<file path="src/hw/rtl/u8f_pkg.sv">
package u8f_pkg;

   localparam int unsigned CP_W = 21;

   localparam logic [1:0] ACT_NEXT = 2'd0;
   localparam logic [1:0] ACT_PASS = 2'd1;
   localparam logic [1:0] ACT_FAIL = 2'd2;

   typedef logic [3:0][7:0] seq_type;

   typedef struct packed {
      logic done;
      logic ok;
   } chk_res_type;

   typedef struct packed {
      logic [CP_W-1:0] bound;
      logic [1:0]      lt_act;
      logic [1:0]      ge_act;
   } chk_step_type;

   function automatic logic [2:0] seq_len(input logic [7:0] b);
      logic [2:0] n;
      n = 3'd0;
      if (b[7:5] == 3'b110) begin
         n = 3'd2;
      end else if (b[7:4] == 4'b1110) begin
         n = 3'd3;
      end else if (b[7:3] == 5'b11110) begin
         n = 3'd4;
      end
      return n;
   endfunction

   // One compare per step; each step either settles the result or moves on.
   function automatic chk_step_type step_entry(input logic [2:0] len, input logic [1:0] step);
      chk_step_type e;
      e.bound  = '0;
      e.lt_act = ACT_FAIL;
      e.ge_act = ACT_FAIL;
      unique case ({len, step})
         {3'd2, 2'd0}: begin
            e.bound = 21'h00080; e.lt_act = ACT_FAIL; e.ge_act = ACT_PASS;
         end
         {3'd3, 2'd0}: begin
            e.bound = 21'h00800; e.lt_act = ACT_FAIL; e.ge_act = ACT_NEXT;
         end
         {3'd3, 2'd1}: begin
            e.bound = 21'h0D800; e.lt_act = ACT_PASS; e.ge_act = ACT_NEXT;
         end
         {3'd3, 2'd2}: begin
            e.bound = 21'h0E000; e.lt_act = ACT_FAIL; e.ge_act = ACT_PASS;
         end
         {3'd4, 2'd0}: begin
            e.bound = 21'h10000; e.lt_act = ACT_FAIL; e.ge_act = ACT_NEXT;
         end
         {3'd4, 2'd1}: begin
            e.bound = 21'h110000; e.lt_act = ACT_PASS; e.ge_act = ACT_FAIL;
         end
         default: begin
            e.bound = '0;
         end
      endcase
      return e;
   endfunction

endpackage

</file>
<file path="src/hw/rtl/u8f_check.sv">
module u8f_check (
   input  logic                 clock,
   input  logic                 reset,
   input  logic                 start,
   input  logic [2:0]           len,
   input  u8f_pkg::seq_type     seq,
   output u8f_pkg::chk_res_type res
);
   import u8f_pkg::*;

   logic            busy_ff, busy_in;
   logic [1:0]      step_ff, step_in;
   logic [2:0]      len_ff, len_in;
   logic [CP_W-1:0] cp_ff, cp_in;
   logic            done_ff, done_in;
   logic            ok_ff, ok_in;
   logic [CP_W-1:0] cp_new;
   chk_step_type    info;
   logic            lt;
   logic [1:0]      act;

   always_comb begin
      cp_new = '0;
      unique case (len)
         3'd2:    cp_new = {10'd0, seq[0][4:0], seq[1][5:0]};
         3'd3:    cp_new = {5'd0, seq[0][3:0], seq[1][5:0], seq[2][5:0]};
         default: cp_new = {seq[0][2:0], seq[1][5:0], seq[2][5:0], seq[3][5:0]};
      endcase
   end

   assign info = step_entry(len_ff, step_ff);
   assign lt   = cp_ff < info.bound;
   assign act  = lt ? info.lt_act : info.ge_act;

   always_comb begin
      busy_in = busy_ff;
      step_in = step_ff;
      len_in  = len_ff;
      cp_in   = cp_ff;
      done_in = 1'b0;
      ok_in   = ok_ff;
      if (start) begin
         busy_in = 1'b1;
         step_in = 2'd0;
         len_in  = len;
         cp_in   = cp_new;
      end else if (busy_ff) begin
         unique case (act)
            ACT_NEXT: begin
               step_in = step_ff + 2'd1;
            end
            ACT_PASS: begin
               busy_in = 1'b0;
               done_in = 1'b1;
               ok_in   = 1'b1;
            end
            default: begin
               busy_in = 1'b0;
               done_in = 1'b1;
               ok_in   = 1'b0;
            end
         endcase
      end
   end

   always_ff @(posedge clock) begin
      if (reset) begin
         busy_ff <= 1'b0;
         done_ff <= 1'b0;
         step_ff <= 2'd0;
      end else begin
         busy_ff <= busy_in;
         done_ff <= done_in;
         step_ff <= step_in;
      end
      len_ff <= len_in;
      cp_ff  <= cp_in;
      ok_ff  <= ok_in;
   end

   assign res.done = done_ff;
   assign res.ok   = ok_ff;

`ifndef SYNTHESIS
   a_start_idle: assert property (@(posedge clock) disable iff (reset)
      start |-> !busy_ff) else $error("check unit started while busy");
   a_done_after_busy: assert property (@(posedge clock) disable iff (reset)
      done_ff |-> $past(busy_ff)) else $error("check result without a check");
   a_step_range: assert property (@(posedge clock) disable iff (reset)
      busy_ff |-> step_ff != 2'd3) else $error("check step out of range");
`endif

endmodule

</file>
<file path="src/hw/rtl/utf8_invalid_byte_filter_unit.sv">
// Channel   Handshake             Payload
// req       req_valid/req_ready   req_in_byte, req_end_of_string
// rsp       rsp_valid/rsp_ready   rsp_out_byte, rsp_byte_valid, rsp_run_last, rsp_string_done
//
// A req transaction that completes no sequence and causes no result keeps the unit idle.
// A completed sequence is checked in the shared code point compare unit.
// Results then go out on rsp in order, each once the rsp register is free.
// The rsp register lets the next req transaction be taken while a result waits.
// Reset is synchronous and clears the held byte count and all handshake state.
module utf8_invalid_byte_filter_unit (
   input  logic       clock,
   input  logic       reset,
   input  logic       req_valid,
   output logic       req_ready,
   input  logic [7:0] req_in_byte,
   input  logic       req_end_of_string,
   output logic       rsp_valid,
   input  logic       rsp_ready,
   output logic [7:0] rsp_out_byte,
   output logic       rsp_byte_valid,
   output logic       rsp_run_last,
   output logic       rsp_string_done
);
   import u8f_pkg::*;

   localparam logic [1:0] ST_IDLE  = 2'd0;
   localparam logic [1:0] ST_CHECK = 2'd1;
   localparam logic [1:0] ST_EMIT  = 2'd2;

   logic [1:0]  state_ff, state_in;
   seq_type     buf_ff, buf_in;
   logic [1:0]  cnt_ff, cnt_in;
   logic [2:0]  n_ff, n_in;
   logic [1:0]  idx_ff, idx_in;
   logic [2:0]  len_ff, len_in;
   logic        eos_ff, eos_in;
   logic        start_ff, start_in;
   logic        rv_ff, rv_in;
   logic [7:0]  rbyte_ff, rbyte_in;
   logic        rbv_ff, rbv_in;
   logic        rlast_ff, rlast_in;
   logic        rdone_ff, rdone_in;

   chk_res_type chk;
   logic [2:0]  need;
   logic        extend;
   logic        complete;
   logic        out_free;
   logic        last;

   u8f_check u_check (
      .clock (clock),
      .reset (reset),
      .start (start_ff),
      .len   (len_ff),
      .seq   (buf_ff),
      .res   (chk)
   );

   assign need     = seq_len(buf_ff[0]);
   assign extend   = (cnt_ff != 2'd0) && (req_in_byte[7:6] == 2'b10) && (need > {1'b0, cnt_ff});
   assign complete = extend && (({1'b0, cnt_ff} + 3'd1) == need);
   assign out_free = !rv_ff || rsp_ready;
   assign last     = (({1'b0, idx_ff} + 3'd1) == n_ff);
   assign req_ready = (state_ff == ST_IDLE);

   always_comb begin
      state_in = state_ff;
      buf_in   = buf_ff;
      cnt_in   = cnt_ff;
      n_in     = n_ff;
      idx_in   = idx_ff;
      len_in   = len_ff;
      eos_in   = eos_ff;
      start_in = 1'b0;
      rv_in    = rv_ff && !rsp_ready;
      rbyte_in = rbyte_ff;
      rbv_in   = rbv_ff;
      rlast_in = rlast_ff;
      rdone_in = rdone_ff;
      unique case (state_ff)
         ST_IDLE: begin
            if (req_valid) begin
               eos_in = req_end_of_string;
               idx_in = 2'd0;
               n_in   = 3'd0;
               if (extend) begin
                  buf_in[cnt_ff] = req_in_byte;
                  if (complete) begin
                     cnt_in   = 2'd0;
                     len_in   = need;
                     start_in = 1'b1;
                     state_in = ST_CHECK;
                  end else begin
                     cnt_in   = req_end_of_string ? 2'd0 : cnt_ff + 2'd1;
                     state_in = req_end_of_string ? ST_EMIT : ST_IDLE;
                  end
               end else begin
                  cnt_in = 2'd0;
                  if (!req_in_byte[7]) begin
                     buf_in[0] = req_in_byte;
                     n_in      = 3'd1;
                     state_in  = ST_EMIT;
                  end else begin
                     if (seq_len(req_in_byte) != 3'd0) begin
                        buf_in[0] = req_in_byte;
                        cnt_in    = req_end_of_string ? 2'd0 : 2'd1;
                     end
                     state_in = req_end_of_string ? ST_EMIT : ST_IDLE;
                  end
               end
            end
         end
         ST_CHECK: begin
            if (chk.done) begin
               n_in     = chk.ok ? len_ff : 3'd0;
               state_in = ST_EMIT;
            end
         end
         ST_EMIT: begin
            if (n_ff == 3'd0) begin
               if (!eos_ff) begin
                  state_in = ST_IDLE;
               end else if (out_free) begin
                  rv_in    = 1'b1;
                  rbyte_in = 8'd0;
                  rbv_in   = 1'b0;
                  rlast_in = 1'b1;
                  rdone_in = 1'b1;
                  state_in = ST_IDLE;
               end
            end else if (out_free) begin
               rv_in    = 1'b1;
               rbyte_in = buf_ff[idx_ff];
               rbv_in   = 1'b1;
               rlast_in = last;
               rdone_in = last && eos_ff;
               if (last) begin
                  idx_in   = 2'd0;
                  state_in = ST_IDLE;
               end else begin
                  idx_in = idx_ff + 2'd1;
               end
            end
         end
         default: begin
            state_in = ST_IDLE;
         end
      endcase
   end

   always_ff @(posedge clock) begin
      if (reset) begin
         state_ff <= ST_IDLE;
         cnt_ff   <= 2'd0;
         start_ff <= 1'b0;
         rv_ff    <= 1'b0;
         idx_ff   <= 2'd0;
      end else begin
         state_ff <= state_in;
         cnt_ff   <= cnt_in;
         start_ff <= start_in;
         rv_ff    <= rv_in;
         idx_ff   <= idx_in;
      end
      buf_ff   <= buf_in;
      n_ff     <= n_in;
      len_ff   <= len_in;
      eos_ff   <= eos_in;
      rbyte_ff <= rbyte_in;
      rbv_ff   <= rbv_in;
      rlast_ff <= rlast_in;
      rdone_ff <= rdone_in;
   end

   assign rsp_valid       = rv_ff;
   assign rsp_out_byte    = rbyte_ff;
   assign rsp_byte_valid  = rbv_ff;
   assign rsp_run_last    = rlast_ff;
   assign rsp_string_done = rdone_ff;

`ifndef SYNTHESIS
   a_marker_ends: assert property (@(posedge clock) disable iff (reset)
      (rv_ff && !rbv_ff) |-> (rdone_ff && rlast_ff)) else $error("bare marker not final");
   a_held_lead: assert property (@(posedge clock) disable iff (reset)
      (cnt_ff != 2'd0) |-> (seq_len(buf_ff[0]) > {1'b0, cnt_ff}))
      else $error("held bytes without a lead");
   a_check_clear: assert property (@(posedge clock) disable iff (reset)
      (state_ff == ST_CHECK) |-> (cnt_ff == 2'd0)) else $error("bytes held during check");
   a_done_last: assert property (@(posedge clock) disable iff (reset)
      (rv_ff && rdone_ff) |-> rlast_ff) else $error("string end not on last result");
`endif

endmodule
</file>
<file path="config.mk">
export PLATFORM = sky130hd
export DESIGN_NAME = utf8_invalid_byte_filter_unit
export DESIGN_NICKNAME = d
export VERILOG_FILES = /design/src/hw/rtl/u8f_pkg.sv /design/src/hw/rtl/u8f_check.sv /design/src/hw/rtl/utf8_invalid_byte_filter_unit.sv
export SDC_FILE = /design/constraint.sdc
export NUM_CORES = 1
export LEC_CHECK = 0
export ABC_AREA = 0
export BUFFER_PORTS_ARGS = -buffer_cell sky130_fd_sc_hd__buf_2
export CAP_MARGIN = 40
export CORE_AREA = 8 8 107 109
export DETAILED_ROUTE_END_ITERATION = 10
export DIE_AREA = 0 0 115 117
export PLACE_DENSITY = 0.66
export SETUP_SLACK_MARGIN = 0.02
export SLEW_MARGIN = 15
export SYNTH_ARGS = -nofsm -noshare
export SYNTH_HDL_FRONTEND = slang
export SYNTH_SLANG_ARGS = --single-unit
</file>
<file path="constraint.sdc">
create_clock -name clock -period 2.49 [get_ports clock]
set_clock_uncertainty 0.1 [all_clocks]
set_input_delay 0.1245 -clock clock [delete_from_list [all_inputs] [get_ports clock]]
set_output_delay 0.1245 -clock clock [all_outputs]
set_load 0.03 [all_outputs]
</file>
==> Word level (Yosys, flattened, before mapping) <==
Index checks and enable logic that the tools add are counted.
{ "word_totals": {"register_bits": 87, "in_bits": 13, "output_inout_bits": 13, "wordCells": 172} }
{ "classes": {"addsub": 5, "magnitude_cmp": 5, "n_eq_ne": 29, "n_mux": 74, "n_bitwise": 6, "n_reduce_logical": 31} }
{ "ops": {"columns": ["operator", "n"], "rows": [
  ["one-hot mux 21 bit (6 select lines)", 1],
  ["2-to-1 mux 8 bit", 9],
  ["one-hot mux 21 bit (2 select lines)", 1],
  ["2-to-1 mux 3 bit", 13],
  ["2-to-1 mux 2 bit", 19],
  ["bitwise mux 32 bit", 1],
  ["2-to-1 mux 1 bit", 23],
  ["less-than comparator 21 bit", 1],
  ["== test 5 x 4 -> 1 bit, second input constant", 4],
  ["== test 5 bit, second input constant", 4],
  ["binary-select mux 8 bit (select 2 bit)", 1],
  ["demux 8 bit (select 2 bit)", 1],
  ["one-hot mux 4 bit (4 select lines)", 1],
  ["AND reduction 3 bit", 5],
  ["inequality test 3 bit, second input constant", 3],
  ["== test 4 bit, second input constant", 2],
  ["inequality test 2 bit, second input constant", 4],
  ["AND reduction 4 bit", 2],
  ["adder 2 x 1 -> 2 bit, second input constant", 3],
  ["adder 2 x 1 -> 3 bit, second input constant", 2],
  ["== test 3 x 2 -> 1 bit, second input constant", 2],
  ["== test 3 bit", 2],
  ["== test 3 bit, second input constant", 2],
  ["logical AND 1 bit", 6],
  ["23 further kinds", 38]
]} }

==> Logic depth before layout (Yosys ltp) <==
Gate-level depths: netlist (run 1).
{ "logic_depth": {"ltp_word": 13, "depth_mapped": 9, "ltp_nobuf": 9} }

==> Cells and area by module <==
Synthesis (run 1) repeated with hierarchy kept, for this count alone.
{ "unflattened": {"hier_cells": 302, "area_unflattened_um2": 3852.4} }
{ "by_module_without_submodules": {"columns": ["module", "n_inst", "cells_each", "area_per_inst_um2"], "rows": [
  ["utf8_invalid_byte_filter_unit", 1, 184, 2598.7],
  ["u8f_check", 1, 118, 1253.7]
]} }

==> Least setup slack after synthesis (run 1) <==
OpenSTA, ideal clock, no wires.
{ "synth_timing": {"path_kind": "reg-to-reg", "start": "register buf_ff[4] (netlist bit)", "end": "register buf_ff[10] (netlist bit) (enable)", "arrival_ns": 1.960, "path_slack_ns": 0.098, "path_stages_with_launch": 8, "path_buffers": 1, "period_less_slack_ns": 2.392, "path_cell_list": "edfxtp_1 or2_2 ha_1 nand2_1 o21ai_0 a21oi_1 clkbuf_1 and3_1"} }
{ "synth_between": {"elab_chain_len": 7} }
{ "synth_rtl": {"columns": ["item", "line", "source"], "rows": [
  ["from (decl)", "utf8_invalid_byte_filter_unit.sv:31", "seq_type buf_ff, buf_in;"],
  ["from (signal assigned)", "utf8_invalid_byte_filter_unit.sv:166", "buf_ff <= buf_in;"],
  ["== test 5 bit", "u8f_pkg.sv:29", "end else if (b[7:3] == 5'b11110) begin"],
  ["2-to-1 mux 3 bit", "u8f_pkg.sv:29", null],
  ["2-to-1 mux 3 bit *", "u8f_pkg.sv:27", "end else if (b[7:4] == 4'b1110) begin"],
  ["2-to-1 mux 3 bit *", "u8f_pkg.sv:25", "if (b[7:5] == 3'b110) begin"],
  ["greater-than comparator 3 x 2 -> 1 bit *", "utf8_invalid_byte_filter_unit.sv:61", "assign extend = (cnt_ff != 2'd0) && (req_in_byte[7:6] == 2'b10) && (need > {1'b0, cnt_ff});"],
  ["logical AND 1 bit *", "utf8_invalid_byte_filter_unit.sv:61", null],
  ["AND reduction 3 bit (no source line) *", null, null]
]} }
Every way passes the cells marked *; elsewhere a longest branch is shown, timed or not.
A chain may end at the register's enable or synchronous reset.

==> Final worst setup path (run 1) <==
{ "layout_timing": {"start": "register u_check.len_ff[2]", "end": "register u_check.ok_ff (enable)"} }
{ "layout_between": {"elab_chain_len": 7} }
{ "layout_rtl": {"columns": ["item", "line", "source"], "rows": [
  ["from (decl)", "u8f_check.sv:13", "logic [2:0] len_ff, len_in;"],
  ["from (signal assigned)", "u8f_check.sv:76", "len_ff <= len_in;"],
  ["== test 5 bit or == test 5 x 4 -> 1 bit (tied branches)", "u8f_pkg.sv:41", "unique case ({len, step})"],
  ["one-hot mux 21 bit (6 select lines) or OR reduction 2 bit (tied branches)", null, null],
  ["less-than comparator 21 bit or one-hot mux 4 bit (4 select lines) (tied branches)", "u8f_check.sv:32, u8f_pkg.sv:41", null],
  ["2-to-1 mux 2 bit *", "u8f_check.sv:33", "assign act = lt ? info.lt_act : info.ge_act;"],
  ["logical NOT 2 bit *", "u8f_check.sv:48", "unique case (act)"],
  ["inverter 1 bit (no source line) *", null, null],
  ["AND reduction 3 bit (no source line) *", null, null],
  ["to (signal assigned)", "u8f_check.sv:78", "ok_ff <= ok_in;"],
  ["to (decl)", "u8f_check.sv:16", "logic ok_ff, ok_in;"]
]} }
Marked as above.

==> results of run 1 <==
-- cell usage in the layout, fill, tap and decap left out, types with 9 or more instances in the layout --
master	Yosys	final
a21oi_1	14	13
and2_1	14	14
buf_2	1	25
buf_4	0	12
clkbuf_8	0	9
dfxtp_1	12	10
dlygate4sd3_1	0	10
edfxtp_1	68	68
ha_1	17	14
inv_1	11	11
nand2_1	31	31
nor2_1	14	13
nor2b_1	14	14
o21ai_0	17	16
-- state kept, by name, summed over array words and instances (netlist names), 3 cells and up --
name	flops
buf_ff	32
len_ff	3
u_check.cp_ff	14
u_check.len_ff	3
n_ff	3
rsp_out_byte	8
-- final timing paths --
check | endpoint | cells after the start | start | slack (ns)
max reg2reg | u_check.ok_ff | 7 | u_check.len_ff[2] | 0.12
min | rsp_valid | 3 | rsp_ready | 0.03
min reg2reg | u_check.len_ff[2] | 0 | len_ff[2] | 0.38
max | u_check.ok_ff | 7 | u_check.len_ff[2] | 0.12
-- synth_stat cells (2+ instances only) --
| cell | instances | share of area [%] |
|---|---|---|
| mux4_2 | 8 | 4.8 |
| and2_1 | 14 | 2.3 |
| and3_1 | 6 | 0.99 |
| nand2b_1 | 4 | 0.66 |
| nor2b_1 | 14 | 2.3 |
| clkbuf_1 | 8 | 0.80 |
| nor3_1 | 4 | 0.53 |
| nand2_1 | 31 | 3.1 |
| nor2_1 | 14 | 1.4 |
| nand4b_1 | 2 | 0.46 |
| mux2i_1 | 8 | 2.1 |
| nand3_1 | 8 | 1.1 |
| o21ai_0 | 17 | 2.3 |
| o2bb2ai_1 | 2 | 0.46 |
| dfxtp_1 | 12 | 6.4 |
| ha_1 | 17 | 5.6 |
| a21oi_1 | 14 | 1.9 |
| edfxtp_1 | 68 | 54 |
| inv_1 | 11 | 1.1 |
| o21a_1 | 2 | 0.40 |
-- per-stage QoR --
| step | std cells | hold slack, ns | setup TNS, ns |
|---|---|---|---|
| global placement | 460 | 0.233 | 0 |
| global route | 487 | 0.0389 | -0.0732 |
| floorplan | 295 | 0.123 | 0 |
| detailed placement | 460 | 0.240 | -0.0481 |
| CTS | 485 | 0.0158 | 0 |
| finish | 487 | 0.0334 | 0 |
-- worst max-delay path, delay by kind of cell, from the launching register on --
family,cells,cell delay [ns]
AO/OA/AOI/OAI,3,0.69
AND/OR/NAND/NOR,3,0.55
flip-flops,1,0.43
adder cells (fa/ha/maj),1,0.31
-- routing by layer --
layer	wire length [um]	GRT usage (%)	share of wire [%]	up-vias
li1	-	-	-	1200
met1	3280	13.7	44	1197
met2	3720	20.3	50	48
met3	312	3.08	4.2	14
met4	176	6.39	2.4	0
met5	0	0	0	-
-- logic make-up (layout without fill, tap and decap cells) --
logic type,count (synthesis),count (layout),share of synthesized area (%)
adders and majority gates,17,17,5.63
AOI/OAI and AO/OA,50,50,8.78
buffers and inverters,21,77,2.12
xor gates and xnor gates,2,2,0.464
and+or+nand+nor,108,108,15.4
DFF,80,80,60.4
muxes,17,17,7.19
-- power by group --
group	internal (mW)	switching (mW)
logic	0.0887	0.125
clock network	0.454	0.436
registers	1.49	0.0184
total	2.03	0.579
-- repair_timing --
action                     in CTS  in global routing
setup buffers                   0                  2
resized for setup               3                 15
hold buffers                   10                  0
hold endpoints to repair       28                  0
setup endpoints to repair      19                 25
pin swaps                       0                  4
-- final cells by class --
cell class | count | area [um^2]
inverters | 12 | 45.0
flip-flops and latches | 80 | 2280
clock buffers | 11 | 131
multi-input cells | 194 | 1490
repair buffers | 50 | 375
clock inverters | 4 | 46.3
well taps | 136 | 170
fillers | 914 | 5370
==> impl_metrics.csv, run 1 <==
group,metric,value,unit
finish,final_area,0.00454,mm^2
die,rows,37,
die,start_util,38.1,%
drt,drtPass1Iterations,4,
synthesis,synth_seq_cells,80,
critical_path,endpoint_kind,"register",
synthesis,synthArstFlopShare,0,%
power,power,2.61,mW
synthesis,netlist_area,0.00378,mm^2
die,pin_count,26,
timing,worst_pin_slew,0.649,ns
timing,fin_crit_sh,95.1,%
clocking,numClockSinks,80,
drt,wl_per_cell,15.4,um
critical_path,max_stage_delay,0.43,ns
timing,rsz0062_at_grt,"true",
flow_run,cap_viol_max_count,0,
global_routing,antenna_found_initial,0,
drt,drc_errors,0,
global_routing,grtUsageTotal,12.0,%
critical_path,crit_fanout,6,
die,core-area,0.00991,mm^2
synthesis,yosysSeqAreaShare,60.4,%
synthesis,syn_area_per_cell,12.8,um^2
critical_path,start_kind,"register",
power,total_leakage_power,1.64,nW
finish,syn_to_final_growth,20.3,%
global_routing,grt_start_max_net_pins,24,
critical_path,path_cells,"and3b_2 -> nand2_1 -> ha_1 -> a21o_1 -> o2111ai_2 -> a21oi_1 -> nor3_2",
clocking,clkTransAtPathRegs,0.07,ns
drt,num_vias,2459,
placed_design,port-buffer-count,25,
synthesis,yosys_warnings,0,
global_routing,grt_pass1_vias,2485,
timing,finalSetupViolCount,0,
clocking,clk_latency,0.35,ns
synthesis,ys.flop_type,"edfxtp_1",
status,status,"complete, no violations",
critical_path,cp.required,2.44,ns
timing,fin_crit,2.37,ns
clocking,cts_buffers,9,
global_routing,overflow,0,
synthesis,synth_cells,295,
finish,drive_above_1_share,23.4,%
timing,max_freq,422,MHz
clocking,cts_buffer_depth,2,
worst_hold_path,hold_path.class,"primary input to register",
placed_design,dpl.hpwl,5350,um
timing,finalWorstSetupSlack,0.122,ns
placed_design,dpl_cell_area,0.00417,mm^2
placed_design,place_congestion,0.804,
global_routing,grt_first_pass_wirelength,12100,um
critical_path,cp_slowest_cell,"edfxtp_1",
timing,slew-limit-headroom,56.7,%
critical_path,crit_type,"register to register",
die,die_y,117,um
drt,vias_per_cell,5.05,
drt,first_iter_violations,138,
finish,antenna_cells,0,
finish,fin_util,45.8,%
synthesis,synth_edf_count,68,
clocking,cts_tree,"yes",
die,die_x,115,um
clocking,cts_htree_levels,3,
timing,finalMaxSlewViolations,0,
die,design.die.area,0.0135,mm^2
power,power_density,574,mW/mm^2
critical_path,cp.arrival,2.32,ns
power,ir_drop,0.000400,V
finish,fin_nets,377,
drt,routed_wirelength,7490,um
synthesis,synth_nets,325,
drt,ant_nets,0,
clocking,cts-root-buf,"clkbuf_8",
placed_design,place_ws,-0.0358,ns
synthesis,synth_cell_type_count,51,
timing,hold_viol_final,0,
(Power assumes the default switching activity.)
==> run 2: changes to the inputs <==
--- a/config.mk
+++ b/config.mk
@@ -6,7 +6,7 @@
 export NUM_CORES = 1
 export LEC_CHECK = 0
 export ABC_AREA = 0
-export BUFFER_PORTS_ARGS = -buffer_cell sky130_fd_sc_hd__buf_2
+export BUFFER_PORTS_ARGS = -buffer_cell sky130_fd_sc_hd__buf_4
 export CAP_MARGIN = 40
 export CORE_AREA = 8 8 107 109
 export DETAILED_ROUTE_END_ITERATION = 10
==> run 2 against run 1 <==
Via count shrank 1.3%. Critical path type unchanged. Count of clock-buffer cells in the layout decreased by 1. First-iteration DRC count is 14% lower. Highest routed layer unchanged. Cell count is 0.62% higher. Power rose by 9.8%. Largest power group unchanged.
==> impl_metrics.csv, run 2 (synthesis results as in run 1) <==
group,metric,value,unit
status,status,"complete, no violations",
critical_path,cp.arrival,2.34,ns
timing,slew-limit-headroom,55.5,%
critical_path,r2r_setup_slack,0.12,ns
timing,fin_crit_sh,95.2,%
global_routing,antenna_found_initial,0,
die,pin_count,26,
drt,vias_per_cell,4.95,
finish,syn_to_final_growth,23.4,%
global_routing,overflow,0,
critical_path,cp_slowest_cell,"edfxtp_1",
die,die_y,117,um
worst_hold_path,hold_path.class,"primary input to register",
critical_path,reg2reg_to,"buf_ff[10]",
finish,largest_reg_flops,32,
finish,regArea,0.00228,mm^2
finish,multi_input_area,0.00147,mm^2
clocking,cts_buffer_depth,2,
critical_path,crit_path_start,"buf_ff[5]",
finish,fin_util,47.0,%
placed_design,place_congestion,0.830,
drt,first_iter_violations,118,
flow_run,cap_viol_max_count,0,
finish,drive_above_1_share,23.7,%
timing,fin_crit,2.37,ns
die,design.die.area,0.0135,mm^2
critical_path,max_stage_delay,0.40,ns
clocking,numClockSinks,80,
global_routing,grt_pass1_vias,2491,
clocking,cts_buffers,9,
critical_path,crit_type,"register to register",
critical_path,rr_worst_depth,8,
timing,finalMaxSlewViolations,0,
timing,max_freq,422,MHz
global_routing,grt_start_max_net_pins,24,
clocking,clkTransAtPathRegs,0.08,ns
die,start_util,38.1,%
critical_path,crit_fanout,8,
worst_hold_path,hold_depth,3,
finish,n_fill_cell,909,
timing,rsz0062_at_grt,"true",
drt,wl_per_cell,15.5,um
drt,drc_errors,0,
power,total_leakage_power,1.70,nW
finish,final_common_cell,"edfxtp_1",
timing,finalSetupTns,0,ns
clocking,cts_htree_levels,3,
placed_design,dpl.hpwl,5230,um
drt,routed_wirelength,7600,um
clocking,cts-root-buf,"clkbuf_8",
drt,ant_nets,0,
worst_hold_path,min_to,"rsp_valid",
critical_path,cp.required,2.46,ns
die,die_x,115,um
critical_path,start_kind,"register",
global_routing,grt_first_pass_wirelength,12400,um
clocking,clk_latency,0.35,ns
critical_path,endpoint_kind,"register",
worst_hold_path,worstHoldStart,"rsp_ready",
finish,antenna_cells,0,
drt,drtPass1Iterations,4,
finish,mostFrequentLayoutCells,"edfxtp_1, buf_4, nand2_1",
finish,top_register,"buf_ff",
timing,finalSetupViolCount,0,
power,power_density,615,mW/mm^2
placed_design,port-buffer-count,25,
timing,hold_viol_final,0,
clocking,cts_tree,"yes",
finish,fin_nets,379,
die,core-area,0.00991,mm^2
global_routing,grtUsageTotal,12.2,%
die,rows,37,
power,ir_drop,0.000398,V
power,power,2.86,mW
critical_path,r2r-start,"buf_ff[5]",
critical_path,path_cells,"nand3_1 -> or2_2 -> ha_1 -> nand2_1 -> o21ai_0 -> a21oi_2 -> and3_1 -> buf_12",
timing,worst_pin_slew,0.667,ns
drt,num_vias,2427,
## run 2: changes by cell type in the layout (fill, tap and decap cells not counted), moves of 2 or more
cell and change:
dfxtp_1 +2, buf_2 -25, dfxtp_2 -2, bufinv_16 +2, buf_4 +27
## run 2: how the worst max path moves through the flow
stage	endpoint	slack, ns	cells after the start
6_report	buf_ff[10]	0.12	8
4_1_cts	u_check.ok_ff	0.04	8
3_3_place_gp	u_check.ok_ff	0.08	7
2_1_floorplan	buf_ff[10]	0.1	7
5_1_grt	u_check.ok_ff	0.0003	7
3_5_place_dp	u_check.ok_ff	-0.02	7
## run 2: metrics by stage
step	cells	area [um^2]	hold WS, ns	setup slack, ns
global route	490	4660	0.0306	0.000286
CTS	487	4590	0.0165	0.0410
detailed placement	461	4240	0.226	-0.0154
floorplan	295	3780	0.123	0.0982
global placement	461	4240	0.222	0.0821
finish	490	4660	0.0290	0.120
## run 2: where the power goes
part           total (mW)  internal (mW)  leakage (nW)  switching [mW]
logic               0.231          0.104         0.865           0.127
registers            1.50           1.48         0.717          0.0186
clock network        1.13          0.663         0.118           0.466
## run 2: worst max-delay path: cells and delay by family, from the launching register on
family          cells  cell delay, ns
buf+inv             1            0.14
fa+ha+maj           1            0.32
compound gates      2            0.38
simple gates        4            0.74
flops               1            0.40
## run 2: layout make-up
type / count / area share [%]
repair buffers: 52 / 9.72
clock buffers: 10 / 2.74
multi-input cells: 194 / 31.6
inverters: 12 / 0.967
clock inverters: 6 / 2.31
flip-flops and latches: 80 / 49.0
well taps: 136 / 3.65
## run 2: metal layers
layer	part of all wire (%)	global-route usage, %
met1	44	14.0
met2	50	21.4
met3	3.5	2.36
met4	1.9	6.39
met5	0	0
## run 2: timing repair
item	in CTS	in global routing
resized for setup	3	11
buffers inserted	0	3
hold buffers	10	0
pin swaps	0	6
setup endpoints to repair	9	28
hold endpoints to repair	39	0
